===== config.mk =====
export PLATFORM = sky130hd
export DESIGN_NAME = triangle_scanline_fill_core
export DESIGN_NICKNAME = d
export VERILOG_FILES = /design/src/design/tsf_pkg.sv /design/src/design/tsf_ctrl.sv /design/src/design/tsf_dp.sv /design/src/design/triangle_scanline_fill_core.sv
export SDC_FILE = /design/constraint.sdc
export NUM_CORES = 2
export LEC_CHECK = 0
export BUFFER_PORTS_ARGS = -buffer_cell sky130_fd_sc_hd__buf_2
export CORE_MARGIN = 5
export CORE_UTILIZATION = 60
export CTS_CLUSTER_DIAMETER = 100
export DETAILED_ROUTE_END_ITERATION = 16
export PLACE_DENSITY = 0.78
export SYNTH_ARGS = -nofsm -noshare
export SYNTH_HDL_FRONTEND = slang
export SYNTH_HIERARCHICAL = 1
export SYNTH_SLANG_ARGS = --single-unit

===== constraint.sdc =====
create_clock -name clk -period 28 [get_ports clk]
set_input_delay 1.4 -clock clk [delete_from_list [all_inputs] [get_ports clk]]
set_output_delay 1.4 -clock clk [all_outputs]
set_load 0.1 [all_outputs]

===== src/design/tsf_pkg.sv =====
// Package for the triangle scanline fill core.
// Holds widths, codes, state type and the controller/datapath bundles.
// No dependencies.
package tsf_pkg;

  localparam int COORD_W  = 13;
  localparam int CFG_W    = 12;
  localparam int SHADE_W  = 8;
  localparam int DY_W     = 13;  // edge height, never negative after sorting
  localparam int NUM_W    = 30;  // signed numerator x0*dy + dx*(y-y0)
  localparam int MAG_W    = NUM_W - 1;
  localparam int CNT_W    = $clog2(MAG_W);
  localparam int MAX_SCREEN_DEF = 2048;

  localparam logic [CFG_W-1:0] WIDTH_RESET  = 12'd800;
  localparam logic [CFG_W-1:0] HEIGHT_RESET = 12'd800;

  localparam logic CFG_WIDTH_IDX  = 1'b0;
  localparam logic CFG_HEIGHT_IDX = 1'b1;

  localparam logic KIND_LOAD = 1'b0;
  localparam logic KIND_STEP = 1'b1;

  localparam logic EDGE_START = 1'b0;
  localparam logic EDGE_STOP  = 1'b1;

  typedef enum logic [4:0] {
    ST_IDLE  = 5'b00001,
    ST_MUL1  = 5'b00010,
    ST_MUL2  = 5'b00100,
    ST_DIV   = 5'b01000,
    ST_WRITE = 5'b10000
  } tsf_state_t;

  typedef struct packed {
    logic load;
    logic step;
    logic edge_sel;
    logic mul1;
    logic mul2;
    logic div_init;
    logic div_step;
    logic write;
  } tsf_cmd_t;

  typedef struct packed {
    logic busy;
    logic need_span;
    logic div_last;
  } tsf_status_t;

endpackage


===== src/design/tsf_ctrl.sv =====
// Controller of the triangle scanline fill core.
// Sequences span-end computation; depends on tsf_pkg.
module tsf_ctrl (
  input  logic                clk,
  input  logic                rst_n,
  input  logic                in_accept,
  input  logic                in_kind,
  input  tsf_pkg::tsf_status_t status,
  output tsf_pkg::tsf_cmd_t   cmd,
  output logic                idle
);

  tsf_pkg::tsf_state_t state_r, state_nxt;
  logic edge_r, edge_nxt;
  logic start_span;

  assign start_span = in_accept && ((in_kind == tsf_pkg::KIND_LOAD) ||
                      (status.busy && status.need_span));

  always_comb begin
    state_nxt = state_r;
    edge_nxt  = edge_r;
    case (state_r)
      tsf_pkg::ST_IDLE: begin
        if (start_span) begin
          state_nxt = tsf_pkg::ST_MUL1;
          edge_nxt  = tsf_pkg::EDGE_START;
        end
      end
      tsf_pkg::ST_MUL1:  state_nxt = tsf_pkg::ST_MUL2;
      tsf_pkg::ST_MUL2:  state_nxt = tsf_pkg::ST_DIV;
      tsf_pkg::ST_DIV: begin
        if (status.div_last) state_nxt = tsf_pkg::ST_WRITE;
      end
      tsf_pkg::ST_WRITE: begin
        if (edge_r == tsf_pkg::EDGE_START) begin
          edge_nxt  = tsf_pkg::EDGE_STOP;
          state_nxt = tsf_pkg::ST_MUL1;
        end else begin
          state_nxt = tsf_pkg::ST_IDLE;
        end
      end
      default: state_nxt = tsf_pkg::ST_IDLE;
    endcase
  end

  always_ff @(posedge clk) begin
    if (!rst_n) begin
      state_r <= tsf_pkg::ST_IDLE;
      edge_r  <= tsf_pkg::EDGE_START;
    end else begin
      state_r <= state_nxt;
      edge_r  <= edge_nxt;
    end
  end

  assign idle         = (state_r == tsf_pkg::ST_IDLE);
  assign cmd.load     = in_accept && (in_kind == tsf_pkg::KIND_LOAD);
  assign cmd.step     = in_accept && (in_kind == tsf_pkg::KIND_STEP);
  assign cmd.edge_sel = edge_r;
  assign cmd.mul1     = (state_r == tsf_pkg::ST_MUL1);
  assign cmd.mul2     = (state_r == tsf_pkg::ST_MUL2);
  assign cmd.div_init = (state_r == tsf_pkg::ST_MUL2);
  assign cmd.div_step = (state_r == tsf_pkg::ST_DIV);
  assign cmd.write    = (state_r == tsf_pkg::ST_WRITE);

endmodule


===== src/design/tsf_dp.sv =====
// Datapath of the triangle scanline fill core: corners, walk state,
// span-end multiply/divide and the result register; depends on tsf_pkg.
module tsf_dp #(
  parameter int MAX_SCREEN = tsf_pkg::MAX_SCREEN_DEF
) (
  input  logic                                clk,
  input  logic                                rst_n,
  input  tsf_pkg::tsf_cmd_t                   cmd,
  output tsf_pkg::tsf_status_t                status,
  input  logic                                cfg_we,
  input  logic                                cfg_index,
  input  logic [tsf_pkg::CFG_W-1:0]           cfg_data,
  input  logic signed [tsf_pkg::COORD_W-1:0]  in_vert_a_x,
  input  logic signed [tsf_pkg::COORD_W-1:0]  in_vert_a_y,
  input  logic signed [tsf_pkg::COORD_W-1:0]  in_vert_b_x,
  input  logic signed [tsf_pkg::COORD_W-1:0]  in_vert_b_y,
  input  logic signed [tsf_pkg::COORD_W-1:0]  in_vert_c_x,
  input  logic signed [tsf_pkg::COORD_W-1:0]  in_vert_c_y,
  input  logic [tsf_pkg::SHADE_W-1:0]         in_shade,
  input  logic                                out_stall,
  output logic                                out_valid,
  output logic signed [tsf_pkg::COORD_W-1:0]  out_pixel_x,
  output logic signed [tsf_pkg::COORD_W-1:0]  out_pixel_y,
  output logic [tsf_pkg::SHADE_W-1:0]         out_pixel_shade,
  output logic                                out_write_enable,
  output logic                                out_last_pixel
);

  localparam int CW = tsf_pkg::COORD_W;
  localparam int NW = tsf_pkg::NUM_W;
  localparam int MW = tsf_pkg::MAG_W;
  localparam int DW = tsf_pkg::DY_W;
  localparam logic [CW-1:0] MAX_LIM = CW'(MAX_SCREEN);

  logic [tsf_pkg::CFG_W-1:0] width_r, height_r;
  logic signed [CW-1:0] ax_r, ay_r, bx_r, by_r, cx_r, cy_r;
  logic signed [CW-1:0] row_r, col_r, stop_r;
  logic lower_r, busy_r;
  logic [tsf_pkg::SHADE_W-1:0] shade_r;

  logic signed [NW-1:0] prod_r, num_r;
  logic [DW-1:0] rem_r;
  logic [MW-1:0] quo_r;
  logic neg_r;
  logic [tsf_pkg::CNT_W-1:0] cnt_r;

  logic out_valid_r, out_we_r, out_last_r;
  logic signed [CW-1:0] out_x_r, out_y_r;
  logic [tsf_pkg::SHADE_W-1:0] out_shade_r;

  // sort network
  logic signed [CW-1:0] sx0, sy0, sx1, sy1, sx2, sy2, tx, ty;
  always_comb begin
    sx0 = in_vert_a_x; sy0 = in_vert_a_y;
    sx1 = in_vert_b_x; sy1 = in_vert_b_y;
    sx2 = in_vert_c_x; sy2 = in_vert_c_y;
    if (sy0 > sy1) begin
      tx = sx0; ty = sy0; sx0 = sx1; sy0 = sy1; sx1 = tx; sy1 = ty;
    end
    if (sy0 > sy2) begin
      tx = sx0; ty = sy0; sx0 = sx2; sy0 = sy2; sx2 = tx; sy2 = ty;
    end
    if (sy1 > sy2) begin
      tx = sx1; ty = sy1; sx1 = sx2; sy1 = sy2; sx2 = tx; sy2 = ty;
    end
    tx = sx0; ty = sy0;
  end

  // edge endpoints
  logic signed [CW-1:0] e_x0, e_y0, e_x1, e_y1;
  always_comb begin
    if (cmd.edge_sel == tsf_pkg::EDGE_STOP) begin
      e_x0 = ax_r; e_y0 = ay_r; e_x1 = cx_r; e_y1 = cy_r;
    end else if (lower_r) begin
      e_x0 = bx_r; e_y0 = by_r; e_x1 = cx_r; e_y1 = cy_r;
    end else begin
      e_x0 = ax_r; e_y0 = ay_r; e_x1 = bx_r; e_y1 = by_r;
    end
  end

  logic signed [CW:0] dy_s, dx_s, dr_s;
  logic [DW-1:0] dy_u;
  assign dy_s = {e_y1[CW-1], e_y1} - {e_y0[CW-1], e_y0};
  assign dx_s = {e_x1[CW-1], e_x1} - {e_x0[CW-1], e_x0};
  assign dr_s = {row_r[CW-1], row_r} - {e_y0[CW-1], e_y0};
  assign dy_u = dy_s[DW-1:0];

  logic signed [2*CW+1:0] mul_a, mul_b;
  assign mul_a = e_x0 * dy_s;
  assign mul_b = dx_s * dr_s;

  // restoring divide step
  logic [DW:0] rem_sh;
  logic [DW:0] rem_sub;
  logic        q_bit;
  assign rem_sh  = {rem_r, quo_r[MW-1]};
  assign rem_sub = rem_sh - {1'b0, dy_u};
  assign q_bit   = (rem_sh >= {1'b0, dy_u});

  logic signed [MW:0] q_signed;
  logic signed [CW-1:0] edge_val;
  assign q_signed = neg_r ? -$signed({1'b0, quo_r}) : $signed({1'b0, quo_r});
  assign edge_val = (dy_u == '0) ? e_x0 : q_signed[CW-1:0];

  // walk
  logic at_stop, row_lt_b, row_lt_c;
  assign at_stop  = (col_r == stop_r);
  assign row_lt_b = (row_r < by_r);
  assign row_lt_c = (row_r < cy_r);

  logic [CW-1:0] w_lim, h_lim;
  assign w_lim = ({1'b0, width_r}  > MAX_LIM) ? MAX_LIM : {1'b0, width_r};
  assign h_lim = ({1'b0, height_r} > MAX_LIM) ? MAX_LIM : {1'b0, height_r};

  logic on_screen, emit;
  assign on_screen = !col_r[CW-1] && ($unsigned(col_r) < w_lim) &&
                     !row_r[CW-1] && ($unsigned(row_r) < h_lim);
  assign emit = cmd.step && busy_r;

  always_ff @(posedge clk) begin
    if (!rst_n) begin
      width_r  <= tsf_pkg::WIDTH_RESET;
      height_r <= tsf_pkg::HEIGHT_RESET;
    end else if (cfg_we) begin
      if (cfg_index == tsf_pkg::CFG_WIDTH_IDX) width_r <= cfg_data;
      else height_r <= cfg_data;
    end
  end

  always_ff @(posedge clk) begin
    if (!rst_n) begin
      ax_r <= '0; ay_r <= '0; bx_r <= '0; by_r <= '0; cx_r <= '0; cy_r <= '0;
      row_r <= '0; col_r <= '0; stop_r <= '0;
      lower_r <= 1'b0; busy_r <= 1'b0; shade_r <= '0;
    end else if (cmd.load) begin
      ax_r <= tx;  ay_r <= ty;
      bx_r <= sx1; by_r <= sy1;
      cx_r <= sx2; cy_r <= sy2;
      row_r <= ty; lower_r <= 1'b0; busy_r <= 1'b1; shade_r <= in_shade;
    end else if (emit) begin
      if (!at_stop) begin
        col_r <= (col_r < stop_r) ? col_r + 1'b1 : col_r - 1'b1;
      end else if (!lower_r) begin
        if (row_lt_b) row_r <= row_r + 1'b1;
        else begin
          lower_r <= 1'b1;
          row_r   <= by_r;
        end
      end else if (row_lt_c) begin
        row_r <= row_r + 1'b1;
      end else begin
        busy_r <= 1'b0;
      end
    end else if (cmd.write) begin
      if (cmd.edge_sel == tsf_pkg::EDGE_STOP) stop_r <= edge_val;
      else col_r <= edge_val;
    end
  end

  // multiply and divide
  always_ff @(posedge clk) begin
    if (cmd.mul1) prod_r <= NW'(mul_a);
    if (cmd.mul2) num_r  <= prod_r + NW'(mul_b);
    if (cmd.div_step && cnt_r == '0) begin
      neg_r <= num_r[NW-1];
      quo_r <= num_r[NW-1] ? MW'(-num_r) : num_r[MW-1:0];
      rem_r <= '0;
    end else if (cmd.div_step) begin
      rem_r <= q_bit ? rem_sub[DW-1:0] : rem_sh[DW-1:0];
      quo_r <= {quo_r[MW-2:0], q_bit};
    end
  end

  // counts the divider setup step, then MW divide steps
  always_ff @(posedge clk) begin
    if (!rst_n) cnt_r <= '0;
    else if (cmd.div_init) cnt_r <= '0;
    else if (cmd.div_step) cnt_r <= cnt_r + 1'b1;
  end

  always_ff @(posedge clk) begin
    if (!rst_n) out_valid_r <= 1'b0;
    else if (emit) out_valid_r <= 1'b1;
    else if (!out_stall) out_valid_r <= 1'b0;
  end

  always_ff @(posedge clk) begin
    if (emit) begin
      out_x_r     <= col_r;
      out_y_r     <= row_r;
      out_shade_r <= shade_r;
      out_we_r    <= on_screen;
      out_last_r  <= lower_r && (row_r == cy_r) && at_stop;
    end
  end

  assign status.busy      = busy_r;
  assign status.need_span = at_stop && (!lower_r || row_lt_c);
  assign status.div_last  = (cnt_r == tsf_pkg::CNT_W'(MW));

  assign out_valid        = out_valid_r;
  assign out_pixel_x      = out_x_r;
  assign out_pixel_y      = out_y_r;
  assign out_pixel_shade  = out_shade_r;
  assign out_write_enable = out_we_r;
  assign out_last_pixel   = out_last_r;

endmodule


===== src/design/triangle_scanline_fill_core.sv =====
// Top level of the triangle scanline fill core.
// Joins tsf_ctrl and tsf_dp; depends on tsf_pkg.
//
// Usage:
//  - Input channel (in_valid/in_stall): kind 0 loads a triangle (three
//    vertices and a shade), kind 1 is a step tick. A load gives no result;
//    a step while a triangle is active gives one pixel request on the
//    output channel, a step while idle gives nothing.
//  - Output channel (out_valid/out_stall): one registered pixel request,
//    shown the cycle after the step is taken.
//  - Configuration (cfg_we/cfg_index/cfg_data): index 0 screen width,
//    index 1 screen height; write only while idle.
//  - A step inside a span does not raise in_stall. A load, and a step that
//    ends a row other than the last, start the span-end computation: per
//    edge the states MUL1 and MUL2, a divider setup step, 29 restoring divide
//    steps and a write, for both ends in turn, with in_stall high throughout.
//  - The divider is a single serial unit shared by both span ends.
//  - Reset: synchronous, active low; idle, no triangle, screen 800 x 800.
//  - When out_stall holds a pending request, in_stall rises and holds off
//    further input until the request is taken.
module triangle_scanline_fill_core #(
  parameter int MAX_SCREEN = tsf_pkg::MAX_SCREEN_DEF
) (
  input  logic                                clk,
  input  logic                                rst_n,
  input  logic                                in_valid,
  output logic                                in_stall,
  input  logic                                in_kind,
  input  logic signed [tsf_pkg::COORD_W-1:0]  in_vert_a_x,
  input  logic signed [tsf_pkg::COORD_W-1:0]  in_vert_a_y,
  input  logic signed [tsf_pkg::COORD_W-1:0]  in_vert_b_x,
  input  logic signed [tsf_pkg::COORD_W-1:0]  in_vert_b_y,
  input  logic signed [tsf_pkg::COORD_W-1:0]  in_vert_c_x,
  input  logic signed [tsf_pkg::COORD_W-1:0]  in_vert_c_y,
  input  logic [tsf_pkg::SHADE_W-1:0]         in_shade,
  output logic                                out_valid,
  input  logic                                out_stall,
  output logic signed [tsf_pkg::COORD_W-1:0]  out_pixel_x,
  output logic signed [tsf_pkg::COORD_W-1:0]  out_pixel_y,
  output logic [tsf_pkg::SHADE_W-1:0]         out_pixel_shade,
  output logic                                out_write_enable,
  output logic                                out_last_pixel,
  input  logic                                cfg_we,
  input  logic                                cfg_index,
  input  logic [tsf_pkg::CFG_W-1:0]           cfg_data
);

  tsf_pkg::tsf_cmd_t    cmd;
  tsf_pkg::tsf_status_t status;
  logic idle, in_accept;

  // hold input while a span is computed or a request waits downstream
  assign in_stall  = !idle || (out_valid && out_stall);
  assign in_accept = in_valid && !in_stall;

  tsf_ctrl u_ctrl (
    .clk       (clk),
    .rst_n     (rst_n),
    .in_accept (in_accept),
    .in_kind   (in_kind),
    .status    (status),
    .cmd       (cmd),
    .idle      (idle)
  );

  tsf_dp #(.MAX_SCREEN(MAX_SCREEN)) u_dp (
    .clk              (clk),
    .rst_n            (rst_n),
    .cmd              (cmd),
    .status           (status),
    .cfg_we           (cfg_we),
    .cfg_index        (cfg_index),
    .cfg_data         (cfg_data),
    .in_vert_a_x      (in_vert_a_x),
    .in_vert_a_y      (in_vert_a_y),
    .in_vert_b_x      (in_vert_b_x),
    .in_vert_b_y      (in_vert_b_y),
    .in_vert_c_x      (in_vert_c_x),
    .in_vert_c_y      (in_vert_c_y),
    .in_shade         (in_shade),
    .out_stall        (out_stall),
    .out_valid        (out_valid),
    .out_pixel_x      (out_pixel_x),
    .out_pixel_y      (out_pixel_y),
    .out_pixel_shade  (out_pixel_shade),
    .out_write_enable (out_write_enable),
    .out_last_pixel   (out_last_pixel)
  );

endmodule

==> metrics.md <==
| Metric | Value |
|---|---|
| Result of the run | completed |
| Cell seen most often among critical-path stages | sky130_fd_sc_hd__fa_1 |
| Drt via density | a little under 6 |
| Number of buffers created by CTS | 37 |
| Ranking of synthesized cells by instance count | sky130_fd_sc_hd__inv_1, sky130_fd_sc_hd__nand2_1, sky130_fd_sc_hd__fa_1 |
| Global-route wire length before repair | approximately 160000 um |
| HPWL after DPL | 76480 um |
| Yosys reg bits | approximately 300 |
| Number of cells produced by synthesis | between 3k and 4k |
| Die Wd | around 250 um |
| Type of destination of the critical path | register |
| Path length in cells of the critical path | 33 |
| Maximum clock skew at final layout | between 0.02 and 0.03 ns |
| Crit path launch | u_ctrl/edge_r |
| Setup-violating endpoint count in the final report | 0 |
| Die Area | ~0.063 mm2 |
| Placeable core region | between 0.05 and 0.06 mm2 |
| Yosys top cell by area | sky130_fd_sc_hd__fa_1 |
| Headroom to the max-slew limit | between 20% and 30% |
| Post-synth EDFFs | around 120 |
| Count of buffering cells on the critical path with inverters included | 6 |
| Syn_area_per_cell | around 8.8 um2 |
| Overall overflow remaining after global route | 0 |
| Number of clock sinks | 298 |
| Placer's final routability congestion estimate | around 1 |
| Yosys warns | 6 |
| Transition at the pin with the smallest max-transition slack | approximately 1.2 ns |
| Worst flop-to-flop path startpoint | u_ctrl/edge_r |
| Aggregate routed wire length | approximately 96000 um |
| Ys flop type | sky130_fd_sc_hd__dfxtp_1 |
| Crit path max-delay family | adder cells |
| Filler-free cell count of the finished design | ~4.8k |
| Latest clock arrival within the worst-skew pair | approximately 0.58 ns |
| Top Registers | u_dp/num_r: 29 flops, u_dp/quo_r: 29 flops, u_dp/prod_r: 27 flops |
| TritonCTS clock tree | yes |
| Maximum number of pins on one net before global-route repair | 76 |
| Clk slew on worst S/H paths | 0.06 ns |
| Maximum fanout count along the critical path | 38 |
| Sequential element share of the synthesized area | 20.80% |
| Starting density of the core | between 60 and 70% |
| Number of iterations in the first detailed-routing pass | 6 |
| Arrival @ worst endpoint | between 10 and 15 ns |
| DRC viols | 0 |
| Worst Hold Launch | u_dp/shade_r[3] |
| Buffers added on ports | about 140 |
| Root Buffer Master | sky130_fd_sc_hd__clkbuf_16 |
| Post-DRT Antenna Nets | 0 |
| Number of cells traversed by the worst hold path | 0 |
| Detailed-route via count | 28.34k |
| Vias in the first global route | 28.60k |
| # IOs | 143 |
| Post-layout net count | between 4k and 5k |
| Sum Neg Setup Slack | 0 ns |
| Asr flop ratio synth | 0% |
| Antenna violations before repair | 2 |
| CP Class | reg -> reg |
| Path depth of the worst reg2reg path | 33 |
| Count of cell types in the netlist | 80 |
| Worst endpoint required time | about 28 ns |
| Hold buffer count at CTS | 0 |
| Highest clock rate | 94.26 MHz |
| Yosys top cell area share | 23.98% |
| Count leader, synth | sky130_fd_sc_hd__inv_1 |
| Setup fix buffers added after clock tree synthesis | 0 |
| Slowest cell on the critical path | sky130_fd_sc_hd__fa_1 |
| CTS H-tree depth | 2 |
| Post_cts resized | 0 |
| Max capacitance violation total | 0 |
| Vert. Die Dim | about 250 um |
| GR Util All Layers | between 30 and 40% |
| Maximum buffer depth of the clock tree | 3 |
| Startpoint type of the worst setup path | register |
| Unrepaired setup endpoints after global routing | false |
| Placed cell count | 4731 |
| Minimum period implied by the final worst setup slack | 10.61 ns |
| Class of the tightest hold or removal check | reg -> reg |
| Synthesized Nets | between 4k and 5k |
| Final hold violation count | 0 |
| Share of post-route cells with drive strength above 1 | just under 8% |
| Worst stage delay on the critical path | ~0.68 ns |
| Mapped Area | about 0.035 mm2 |
| Number of pins exceeding their max-slew limit in the final report | 0 |
| Number of rows created at floorplan | 88 |
| DRT iter0 DRCs | around 2.6k |
| Area delta synth->final | 8.037% |
| Fraction of the cycle the final worst path needs | a little under two fifths |
| Dominant cells by area after synthesis | sky130_fd_sc_hd__fa_1, sky130_fd_sc_hd__ha_1, sky130_fd_sc_hd__edfxtp_1, sky130_fd_sc_hd__dfxtp_1, sky130_fd_sc_hd__inv_1 |
| Post-detailed-route wirelength per cell | between 20 and 25 um |
-- layout by cell type (no fill, tap or decap), drive strengths merged, types with 21 or more instances in the layout --
cell type / instances
inv: 602
nand2: 521
fa: 414
ha: 321
nor2: 277
o21ai: 200
buf: 190
dfxtp: 176
a21oi: 152
edfxtp: 122
xnor2: 100
nand3: 94
a211oi: 68
xor2: 65
nor2b: 59
a31oi: 49
and2: 48
a21o: 48
o21a: 44
clkbuf: 43
nand2b: 42
mux2i: 39
nor3: 34
a221o: 28
mux2: 25
and3: 25
o22ai: 21
-- cell type report --
type,count,area (um2)
Inverter,603,2263
Fill cell,4755,20030
Clock inverter,23,315.3
Multi-Input combinational cell,2875,24550
Timing Repair Buffer,190,1071
Tap cell,765,957.2
Sequential cell,298,7187
Clock buffer,43,989.7
Antenna cell,1,2.502
-- per-stage QoR --
step	worst slack, ns	utilization, %	hold WS [ns]	instance area [um2]
floorplan	18.65	-	0.4076	34560
global placement	17.75	62.81	0.4104	36030
detailed placement	17.53	62.81	0.4162	36030
CTS	17.46	65.08	0.4306	37340
global route	16.81	65.09	0.4459	37340
finish	17.39	65.09	0.4288	37340
-- final timing paths --
| path | endpoint | slack, ns |
|---|---|---|
| setup / recovery | u_dp/num_r[27] | 17.39 |
| hold / removal | u_dp/out_pixel_shade[3] | 0.43 |
| setup reg to reg | u_dp/num_r[27] | 17.39 |
| hold reg to reg | u_dp/out_pixel_shade[3] | 0.43 |
-- routing by layer --
layer  wire length, um  up-vias  track usage, %
met4              3394        0           9.917
met2             45200     1097           50.60
met1             39950    13870           42.07
li1                  -    13180               -
met5                 0        -               0
met3              7908      196           5.419
-- cell families (layout without fill, tap and decap cells) --
kind of cell,after synthesis,after routing,synth area share (%)
and+or+nand+nor,1185,1185,15.55
buffers and inverters,761,859,8.316
muxes,64,64,1.944
AOI/OAI and AO/OA,726,726,13.62
other,0,1,0
adders and majority gates,735,735,35.60
DFF,298,298,20.80
xor gates and xnor gates,165,165,4.181
Power is left out: the tool's default activity adds up to more than one toggle a clock period on the data nets, which glitch-free logic cannot reach.
